### config.mk
export PLATFORM = sky130hd
export DESIGN_NAME = stack_with_cursor_and_sum_top
export DESIGN_NICKNAME = d
export VERILOG_FILES = /design/src/design/swcs_pkg.sv /design/src/design/swcs_ram.sv /design/src/design/stack_with_cursor_and_sum_top.sv
export VERILOG_INCLUDE_DIRS = /design/src /design/src/design
export SDC_FILE = /design/constraint.sdc
export NUM_CORES = 2
export LEC_CHECK = 0
export BUFFER_PORTS_ARGS = -buffer_cell sky130_fd_sc_hd__buf_2
export CORE_MARGIN = 5
export CORE_UTILIZATION = 40
export DETAILED_ROUTE_END_ITERATION = 10
export SLEW_MARGIN = 20
export SYNTH_ARGS = -nofsm -noshare
export SYNTH_HDL_FRONTEND = slang
export SYNTH_SLANG_ARGS = --single-unit
### constraint.sdc
create_clock -name clk -period 21.3 [get_ports clk]
set_input_delay 1.065 -clock clk [delete_from_list [all_inputs] [get_ports clk]]
set_output_delay 1.065 -clock clk [all_outputs]
set_load 0.005 [all_outputs]
### src/design/stack_with_cursor_and_sum_top_macros.svh
// ----------------------------------------------------------------------------
// stack_with_cursor_and_sum_top_macros
// assertion shorthands used by the stack top
// ----------------------------------------------------------------------------
`ifndef STACK_WITH_CURSOR_AND_SUM_TOP_MACROS_SVH
`define STACK_WITH_CURSOR_AND_SUM_TOP_MACROS_SVH

// condition holds at every edge out of reset
`define SWCS_ASSERT_ALWAYS(label, cond, msg) \
  label: assert property (@(posedge clk) disable iff (!rst_n) (cond)) \
    else $error(msg);

// same-cycle implication
`define SWCS_ASSERT_SAME(label, ante, cons, msg) \
  label: assert property (@(posedge clk) disable iff (!rst_n) (ante) |-> (cons)) \
    else $error(msg);

// next-cycle implication
`define SWCS_ASSERT_NEXT(label, ante, cons, msg) \
  label: assert property (@(posedge clk) disable iff (!rst_n) (ante) |=> (cons)) \
    else $error(msg);

`endif

### src/design/swcs_pkg.sv
// ----------------------------------------------------------------------------
// swcs_pkg
// types and constants of the stack with cursor and sum
// ----------------------------------------------------------------------------
package swcs_pkg;

  localparam int STACK_DEPTH_DEF = 64;
  localparam int CMD_W           = 4;
  localparam int VAL_W           = 32;
  localparam int DATA_W          = 40;
  localparam int STAT_W          = 3;
  localparam int MAG_W           = 38;
  localparam int DIV_CNT_W       = $clog2(MAG_W);
  localparam int AVG_SCALE       = 100;

  typedef enum logic [CMD_W-1:0] {
    CMD_PUSH   = 4'd0,
    CMD_POP    = 4'd1,
    CMD_SUM    = 4'd2,
    CMD_POW    = 4'd3,
    CMD_AVG    = 4'd4,
    CMD_PRINT  = 4'd5,
    CMD_SHOW   = 4'd6,
    CMD_LEFT   = 4'd7,
    CMD_RIGHT  = 4'd8,
    CMD_MODIFY = 4'd9
  } cmd_t;

  typedef enum logic [STAT_W-1:0] {
    STAT_OK     = 3'd0,
    STAT_EMPTY  = 3'd1,
    STAT_LEFT   = 3'd2,
    STAT_RIGHT  = 3'd3,
    STAT_FULL   = 3'd4,
    STAT_BEYOND = 3'd5
  } status_t;

  typedef enum logic [3:0] {
    S_IDLE,
    S_SUM,
    S_ABS,
    S_SCALE,
    S_ROUND,
    S_DIV,
    S_FIN,
    S_RD,
    S_USE,
    S_OUT
  } state_t;

endpackage

### src/design/swcs_ram.sv
// ----------------------------------------------------------------------------
// swcs_ram
// simple dual-port ram, one write and one registered read port
// ----------------------------------------------------------------------------
module swcs_ram #(
  parameter int WIDTH = 32,
  parameter int DEPTH = 64
) (
  input  logic                     clk,
  input  logic                     wr_en,
  input  logic [$clog2(DEPTH)-1:0] wr_addr,
  input  logic [WIDTH-1:0]         wr_data,
  input  logic                     rd_en,
  input  logic [$clog2(DEPTH)-1:0] rd_addr,
  output logic [WIDTH-1:0]         rd_data
);

  logic [WIDTH-1:0] mem [DEPTH];

  always_ff @(posedge clk) begin
    if (wr_en) begin
      mem[wr_addr] <= wr_data;
    end
    if (rd_en) begin
      rd_data <= mem[rd_addr];
    end
  end

endmodule

### src/design/stack_with_cursor_and_sum_top.sv
// ----------------------------------------------------------------------------
// stack_with_cursor_and_sum_top
// lifo stack of 32-bit words in ram with edit cursor, sum, average and walks
// push, pop, left, right, modify give no result; errors return a status result
// sum reads one ram entry per cycle; average adds abs, scale, round, a 38-step divider
// print and pow give one result per entry (read, square for pow, output register)
// one transaction at a time; sync active-low reset clears count, cursor, control
// stack contents are undefined after reset, no clearing pass
// ----------------------------------------------------------------------------
`include "stack_with_cursor_and_sum_top_macros.svh"

module stack_with_cursor_and_sum_top
  import swcs_pkg::*;
#(
  parameter int STACK_DEPTH = STACK_DEPTH_DEF
) (
  input  logic                     clk,
  input  logic                     rst_n,
  input  logic                     in_valid,
  output logic                     in_stall,
  input  logic [CMD_W-1:0]         in_cmd,
  input  logic signed [VAL_W-1:0]  in_value,
  output logic                     out_valid,
  input  logic                     out_stall,
  output logic signed [DATA_W-1:0] out_data,
  output logic [STAT_W-1:0]        out_status,
  output logic                     out_last
);

  localparam int AW = $clog2(STACK_DEPTH);
  localparam int CW = $clog2(STACK_DEPTH + 1);

  state_t                   state_r, state_nxt;
  cmd_t                     cmd_r, cmd_nxt;
  logic [CW-1:0]            count_r, count_nxt;
  logic [AW-1:0]            cursor_r, cursor_nxt;
  logic [CW-1:0]            idx_r, idx_nxt;
  logic                     pend_r, pend_nxt;
  logic [VAL_W-1:0]         acc_r, acc_nxt;
  logic                     neg_r, neg_nxt;
  logic [MAG_W-1:0]         quo_r, quo_nxt;
  logic [CW-1:0]            rem_r, rem_nxt;
  logic [DIV_CNT_W-1:0]     div_cnt_r, div_cnt_nxt;
  logic signed [DATA_W-1:0] res_data_r, res_data_nxt;
  status_t                  res_status_r, res_status_nxt;
  logic                     res_last_r, res_last_nxt;
  logic                     out_valid_r, out_valid_nxt;
  logic signed [DATA_W-1:0] out_data_r, out_data_nxt;
  status_t                  out_status_r, out_status_nxt;
  logic                     out_last_r, out_last_nxt;

  logic             accept, out_free, is_empty, is_full, cur_ok;
  logic             dec_err, dec_sum, dec_rd;
  status_t          dec_stat;
  logic             sum_issue, div_done, div_bit;
  logic [CW:0]      trial;
  logic [VAL_W-1:0] sq;

  logic             wr_en, rd_en;
  logic [AW-1:0]    wr_addr, rd_addr;
  logic [VAL_W-1:0] wr_data, rd_data;

  swcs_ram #(
    .WIDTH (VAL_W),
    .DEPTH (STACK_DEPTH)
  ) u_store (
    .clk     (clk),
    .wr_en   (wr_en),
    .wr_addr (wr_addr),
    .wr_data (wr_data),
    .rd_en   (rd_en),
    .rd_addr (rd_addr),
    .rd_data (rd_data)
  );

  assign in_stall   = (state_r != S_IDLE);
  assign accept     = in_valid && !in_stall;
  assign out_free   = !out_valid_r || !out_stall;
  assign out_valid  = out_valid_r;
  assign out_data   = out_data_r;
  assign out_status = out_status_r;
  assign out_last   = out_last_r;

  assign is_empty  = (count_r == '0);
  assign is_full   = (count_r == CW'(STACK_DEPTH));
  assign cur_ok    = (CW'(cursor_r) < count_r);
  assign sum_issue = (idx_r != count_r);
  assign div_done  = (div_cnt_r == DIV_CNT_W'(MAG_W - 1));
  assign trial     = {rem_r, quo_r[MAG_W-1]};
  assign div_bit   = (trial >= {1'b0, count_r});
  assign sq        = rd_data * rd_data;

  // command decode
  always_comb begin
    dec_err  = 1'b0;
    dec_sum  = 1'b0;
    dec_rd   = 1'b0;
    dec_stat = STAT_OK;
    case (in_cmd)
      CMD_PUSH: begin
        if (is_full) begin
          dec_err  = 1'b1;
          dec_stat = STAT_FULL;
        end
      end
      CMD_POP: begin
        if (is_empty) begin
          dec_err  = 1'b1;
          dec_stat = STAT_EMPTY;
        end
      end
      CMD_SUM: begin
        dec_sum = 1'b1;
      end
      CMD_AVG: begin
        if (is_empty) begin
          dec_err  = 1'b1;
          dec_stat = STAT_EMPTY;
        end else begin
          dec_sum = 1'b1;
        end
      end
      CMD_POW, CMD_PRINT: begin
        if (is_empty) begin
          dec_err  = 1'b1;
          dec_stat = STAT_EMPTY;
        end else begin
          dec_rd = 1'b1;
        end
      end
      CMD_SHOW, CMD_MODIFY: begin
        if (!cur_ok) begin
          dec_err  = 1'b1;
          dec_stat = status_t'(is_empty ? STAT_EMPTY : STAT_BEYOND);
        end else if (in_cmd == CMD_SHOW) begin
          dec_rd = 1'b1;
        end
      end
      CMD_LEFT: begin
        if (cursor_r == '0) begin
          dec_err  = 1'b1;
          dec_stat = STAT_LEFT;
        end
      end
      CMD_RIGHT: begin
        if (!((CW'(cursor_r) + CW'(1)) < count_r)) begin
          dec_err  = 1'b1;
          dec_stat = STAT_RIGHT;
        end
      end
      default: begin
        dec_err = 1'b0;
      end
    endcase
  end

  // next state
  always_comb begin
    state_nxt = state_r;
    case (state_r)
      S_IDLE: begin
        if (accept) begin
          if (dec_err) begin
            state_nxt = S_OUT;
          end else if (dec_sum) begin
            state_nxt = S_SUM;
          end else if (dec_rd) begin
            state_nxt = S_RD;
          end
        end
      end
      S_SUM: begin
        if (!sum_issue && !pend_r) begin
          state_nxt = (cmd_r == CMD_SUM) ? S_OUT : S_ABS;
        end
      end
      S_ABS:   state_nxt = S_SCALE;
      S_SCALE: state_nxt = S_ROUND;
      S_ROUND: state_nxt = S_DIV;
      S_DIV: begin
        if (div_done) begin
          state_nxt = S_FIN;
        end
      end
      S_FIN: state_nxt = S_OUT;
      S_RD:  state_nxt = S_USE;
      S_USE: state_nxt = S_OUT;
      S_OUT: begin
        if (out_free) begin
          state_nxt = res_last_r ? S_IDLE : S_RD;
        end
      end
      default: state_nxt = S_IDLE;
    endcase
  end

  // datapath and ram control
  always_comb begin
    cmd_nxt        = cmd_r;
    count_nxt      = count_r;
    cursor_nxt     = cursor_r;
    idx_nxt        = idx_r;
    pend_nxt       = 1'b0;
    acc_nxt        = acc_r;
    neg_nxt        = neg_r;
    quo_nxt        = quo_r;
    rem_nxt        = rem_r;
    div_cnt_nxt    = div_cnt_r;
    res_data_nxt   = res_data_r;
    res_status_nxt = res_status_r;
    res_last_nxt   = res_last_r;
    out_valid_nxt  = out_valid_r && out_stall;
    out_data_nxt   = out_data_r;
    out_status_nxt = out_status_r;
    out_last_nxt   = out_last_r;
    wr_en          = 1'b0;
    wr_addr        = count_r[AW-1:0];
    wr_data        = in_value;
    rd_en          = 1'b0;
    rd_addr        = idx_r[AW-1:0];
    case (state_r)
      S_IDLE: begin
        if (accept) begin
          cmd_nxt = cmd_t'(in_cmd);
          acc_nxt = '0;
          idx_nxt = '0;
          if (dec_err) begin
            res_data_nxt   = '0;
            res_status_nxt = dec_stat;
            res_last_nxt   = 1'b1;
          end else begin
            case (in_cmd)
              CMD_PUSH: begin
                wr_en     = 1'b1;
                count_nxt = count_r + CW'(1);
              end
              CMD_POP:    count_nxt = count_r - CW'(1);
              CMD_SHOW:   idx_nxt = CW'(cursor_r);
              CMD_LEFT:   cursor_nxt = cursor_r - AW'(1);
              CMD_RIGHT:  cursor_nxt = cursor_r + AW'(1);
              CMD_MODIFY: begin
                wr_en   = 1'b1;
                wr_addr = cursor_r;
              end
              default: begin
                wr_en = 1'b0;
              end
            endcase
          end
        end
      end
      S_SUM: begin
        rd_en    = sum_issue;
        pend_nxt = sum_issue;
        if (sum_issue) begin
          idx_nxt = idx_r + CW'(1);
        end
        if (pend_r) begin
          acc_nxt = acc_r + rd_data;
        end
        res_data_nxt   = {{(DATA_W-VAL_W){acc_r[VAL_W-1]}}, acc_r};
        res_status_nxt = STAT_OK;
        res_last_nxt   = 1'b1;
      end
      S_ABS: begin
        neg_nxt = acc_r[VAL_W-1];
        acc_nxt = acc_r[VAL_W-1] ? (VAL_W'(0) - acc_r) : acc_r;
      end
      S_SCALE: begin
        quo_nxt = MAG_W'(acc_r) * MAG_W'(AVG_SCALE);
      end
      S_ROUND: begin
        quo_nxt     = quo_r + MAG_W'(count_r >> 1);
        rem_nxt     = '0;
        div_cnt_nxt = '0;
      end
      S_DIV: begin
        rem_nxt     = div_bit ? CW'(trial - {1'b0, count_r}) : trial[CW-1:0];
        quo_nxt     = {quo_r[MAG_W-2:0], div_bit};
        div_cnt_nxt = div_cnt_r + DIV_CNT_W'(1);
      end
      S_FIN: begin
        res_data_nxt   = neg_r ? (DATA_W'(0) - DATA_W'(quo_r)) : DATA_W'(quo_r);
        res_status_nxt = STAT_OK;
        res_last_nxt   = 1'b1;
      end
      S_RD: begin
        rd_en = 1'b1;
      end
      S_USE: begin
        if (cmd_r == CMD_POW) begin
          res_data_nxt = {{(DATA_W-VAL_W){sq[VAL_W-1]}}, sq};
        end else begin
          res_data_nxt = {{(DATA_W-VAL_W){rd_data[VAL_W-1]}}, rd_data};
        end
        res_status_nxt = STAT_OK;
        res_last_nxt   = (cmd_r == CMD_SHOW) || ((idx_r + CW'(1)) == count_r);
      end
      S_OUT: begin
        if (out_free) begin
          out_valid_nxt  = 1'b1;
          out_data_nxt   = res_data_r;
          out_status_nxt = res_status_r;
          out_last_nxt   = res_last_r;
          idx_nxt        = idx_r + CW'(1);
        end
      end
      default: begin
        rd_en = 1'b0;
      end
    endcase
  end

  always_ff @(posedge clk) begin
    if (!rst_n) begin
      state_r     <= S_IDLE;
      count_r     <= '0;
      cursor_r    <= '0;
      pend_r      <= 1'b0;
      out_valid_r <= 1'b0;
    end else begin
      state_r     <= state_nxt;
      count_r     <= count_nxt;
      cursor_r    <= cursor_nxt;
      pend_r      <= pend_nxt;
      out_valid_r <= out_valid_nxt;
    end
  end

  always_ff @(posedge clk) begin
    cmd_r        <= cmd_nxt;
    idx_r        <= idx_nxt;
    acc_r        <= acc_nxt;
    neg_r        <= neg_nxt;
    quo_r        <= quo_nxt;
    rem_r        <= rem_nxt;
    div_cnt_r    <= div_cnt_nxt;
    res_data_r   <= res_data_nxt;
    res_status_r <= res_status_nxt;
    res_last_r   <= res_last_nxt;
    out_data_r   <= out_data_nxt;
    out_status_r <= out_status_nxt;
    out_last_r   <= out_last_nxt;
  end

  `SWCS_ASSERT_ALWAYS(a_count_bound, count_r <= CW'(STACK_DEPTH), "entry count beyond depth")
  `SWCS_ASSERT_SAME(a_write_idle, wr_en, state_r == S_IDLE, "stack write outside idle")
  `SWCS_ASSERT_SAME(a_walk_range, state_r == S_RD, idx_r < count_r, "walk index beyond top")
  `SWCS_ASSERT_NEXT(a_out_load, state_r == S_OUT && out_free, out_valid_r && out_last_r == $past(res_last_r), "result not loaded")

endmodule
==> metrics.cfg <==
[run_status]
status = finished clean

[cts]
clk_pin_slew_ns = 0.06
hold_buffers = 0
cts_sinks = 2280
post-cts-setup-buffers = 0
cts_tree = built
clk_latency_ns = 0.93
ctsResizeCount = 0
ctsRootBufferMaster = clkbuf_16
cts_max_path_buffers = 4
cts.htree.levels = 4
cts_buffers = 242

[route]
num_vias = 63533
drt_iter0_drc = 6110
avgViaCountPerCell = 5.68
routedWlPerCell_um = 26.4
wl_um = 295000
ant_nets = 0
dr.pass1.iters = 8
drc = 0

[global_routing]
grt_util_all_layers_pct = 20.2
first_global_vias = 64136
grt_max_degree = 124
grt-ovfl-total = 0
grt_pass1_wl_um = 431000
grt_antenna_before_repair = 26

[worst_setup_path]
required_ns = 21.88
cp_num_buf_inv = 3
timing.rr.end = res_data_r[34]
reg2reg_slack_ns = 13.09
worst-endpoint-arrival_ns = 8.79
crit_chain = nand2_1 > fa_1 > inv_1 > fa_1 > fa_1 > inv_1 > fa_1 > inv_1 > fa_1 > fa_1 > fa_1 > fa_1 > ha_1 > a21oi_1 > nand2_1 > o22a_1 > nor4_1 > o31ai_1 > xnor2_1 > o221a_2 > o21ai_0
critPathSlowestCell = edfxtp_1
reg2reg_from = u_store.rd_data[16]
cpPeakStageDelay_ns = 0.92
cp_max_fo = 18
cp_top_family = adder cells
criticalPathCategory = flop to flop
worst-r2r-cell-count = 21
crit_top_cell = fa_1
start_kind = flop
end_kind = flop

[placed_design]
dp_slack_ns = 13.21
gp_congestion = 0.866
place_inst = 10730
portBuffers = 85
dpl_cell_area_sq_um = 116000
hpwl_um = 176000

[finish]
finalNetCount = 8037
layout.cells.non_filler = 11177
multi_input_area_sq_um = 39200
final-seq-area_sq_um = 68300
post_route_cells_drive_above_1_share_pct = 13.8
fin_area_sq_um = 124000
nFillCells = 24063
area_growth_pct = 11.8

[floorplan]
ios = 86
fp.dieArea_sq_um = 287000
rows = 193
die_y_um = 536
start_util_pct = 40.1
coreArea_sq_um = 276000
fp.dieW_um = 536

[sta]
hold_viol = 0
rsz0062_at_grt = no
fin_ws_ns = 13.09
fmax_mhz = 122
tns_ns = 0
finalClockSkew_ns = 0.138
fin_crit_ns = 8.22
setup_viol = 0
final_max_slew_viol_count = 0
tightest_slew_ns = 1.18
period_share_pct = 38.6
slew_headroom_pct = 21.1

[logic_synthesis]
yosys_warnings = 0
ys_seq_area_share_pct = 61.7
async_flop_share_pct = 0
synthTopCellsByCount = edfxtp_1 (2261), inv_1 (627), mux2i_1 (495)
synth_cell_type_count = 90
syn_avg_cell_area_sq_um = 15.5
netlist_top_cells_area = edfxtp_1 (61%), fa_1 (7.2%), mux4_2 (6.5%), mux2i_1 (4.5%), ha_1 (3.7%)
yosysTopAreaCell = edfxtp_1
synth_area_sq_um = 111000
synthFlopType = edfxtp_1
synthCells = 7142
ys_ff_latch = 2280
yosysMostFrequentCell = edfxtp_1
synth_top_area_share_pct = 61.4
synth_enable_flop_cells = 2261
synth_nets = 7908

[run]
drv_cap = 0

[hold_path]
hold_class = flop to flop
min_to = out_data[9]
worstHoldStart = res_data_r[9]
hold_depth = 0

-- logic make-up (layout without fill, tap and decap cells) --
family	count (synthesis)	in the layout	share of synthesized area, %
mux	818	818	11.0
buf+inv	989	1308	3.39
compound gates	1098	1098	6.85
simple gates	1017	1017	4.43
fa+ha+maj	726	726	10.9
flops	2280	2280	61.7
xor+xnor	214	214	1.69
other cells	0	11	0
-- area by class of cell --
cell class,count,share of cell area (%)
tap,3705,3.75
multi-input combinational,3873,31.7
sequential,2280,55.2
inverter,629,1.91
clock inverter,138,0.912
antenna,11,0.0223
clock buffer,296,5.10
timing repair buffer,245,1.40
-- metrics by stage --
stage               utilization, %  hold WS (ns)
floorplan                        -         0.400
global placement              42.1         0.404
detailed placement            42.1         0.405
CTS                           44.8         0.316
global route                  44.8         0.343
finish                        44.8         0.333
-- placed cells by master (no fill, tap or decap), types with 18 or more instances in the layout --
cell / n
edfxtp_1: 2261
inv_1: 627
mux2i_1: 489
fa_1: 396
nand2_1: 379
ha_1: 330
mux4_2: 319
a21oi_1: 261
o221ai_1: 246
clkbuf_16: 243
buf_4: 177
nor2_1: 149
o22ai_1: 148
xnor2_1: 146
and2_1: 126
o21ai_0: 121
xor2_1: 68
buf_2: 64
nand3_1: 61
clkinv_1: 60
a21o_1: 54
nor2_4: 50
clkbuf_1: 50
clkinv_2: 45
nor3_1: 37
nand2b_1: 28
nand4_1: 27
a211oi_1: 27
nor2b_1: 23
o21a_1: 23
a31oi_1: 21
o31ai_1: 20
or3_1: 19
nor4_1: 19
dfxtp_1: 18
-- worst max-delay path by stage --
stage	from	end	slack, ns	cells after the start
after global placement	u_store.rd_data[16]	res_data_r[34]	13.37	22
after floorplan	u_store.rd_data[4]	res_data_r[25]	14.00	24
after detailed placement	u_store.rd_data[17]	res_data_r[34]	13.21	21
after global routing	u_store.rd_data[16]	res_data_r[34]	12.71	22
final	u_store.rd_data[16]	res_data_r[34]	13.09	21
after CTS	u_store.rd_data[16]	res_data_r[34]	13.14	21
-- layer usage --
| metal | track usage [%] | vias up | share of wire, % | wire length, um |
|---|---|---|---|---|
| li1 | - | 27539 | - | - |
| met3 | 3.17 | 392 | 6.7 | 19900 |
| met1 | 28.2 | 33405 | 42 | 126000 |
| met4 | 4.68 | 8 | 2.3 | 6940 |
| met2 | 33.4 | 2189 | 48 | 143000 |
| met5 | 0 | - | 0.016 | 48 |
-- registers in the layout, indices dropped and copies added (netlist names), 6 cells and up --
signal / count
u_store.mem: 2048
out_data: 39
res_data_r: 39
quo_r: 38
acc_r: 32
u_store.rd_data: 32
count_r: 7
idx_r: 7
rem_r: 7
cursor_r: 6
div_cnt_r: 6
Power is left out: the tool's default activity adds up to more than one toggle a clock period on the data nets, which glitch-free logic cannot reach.
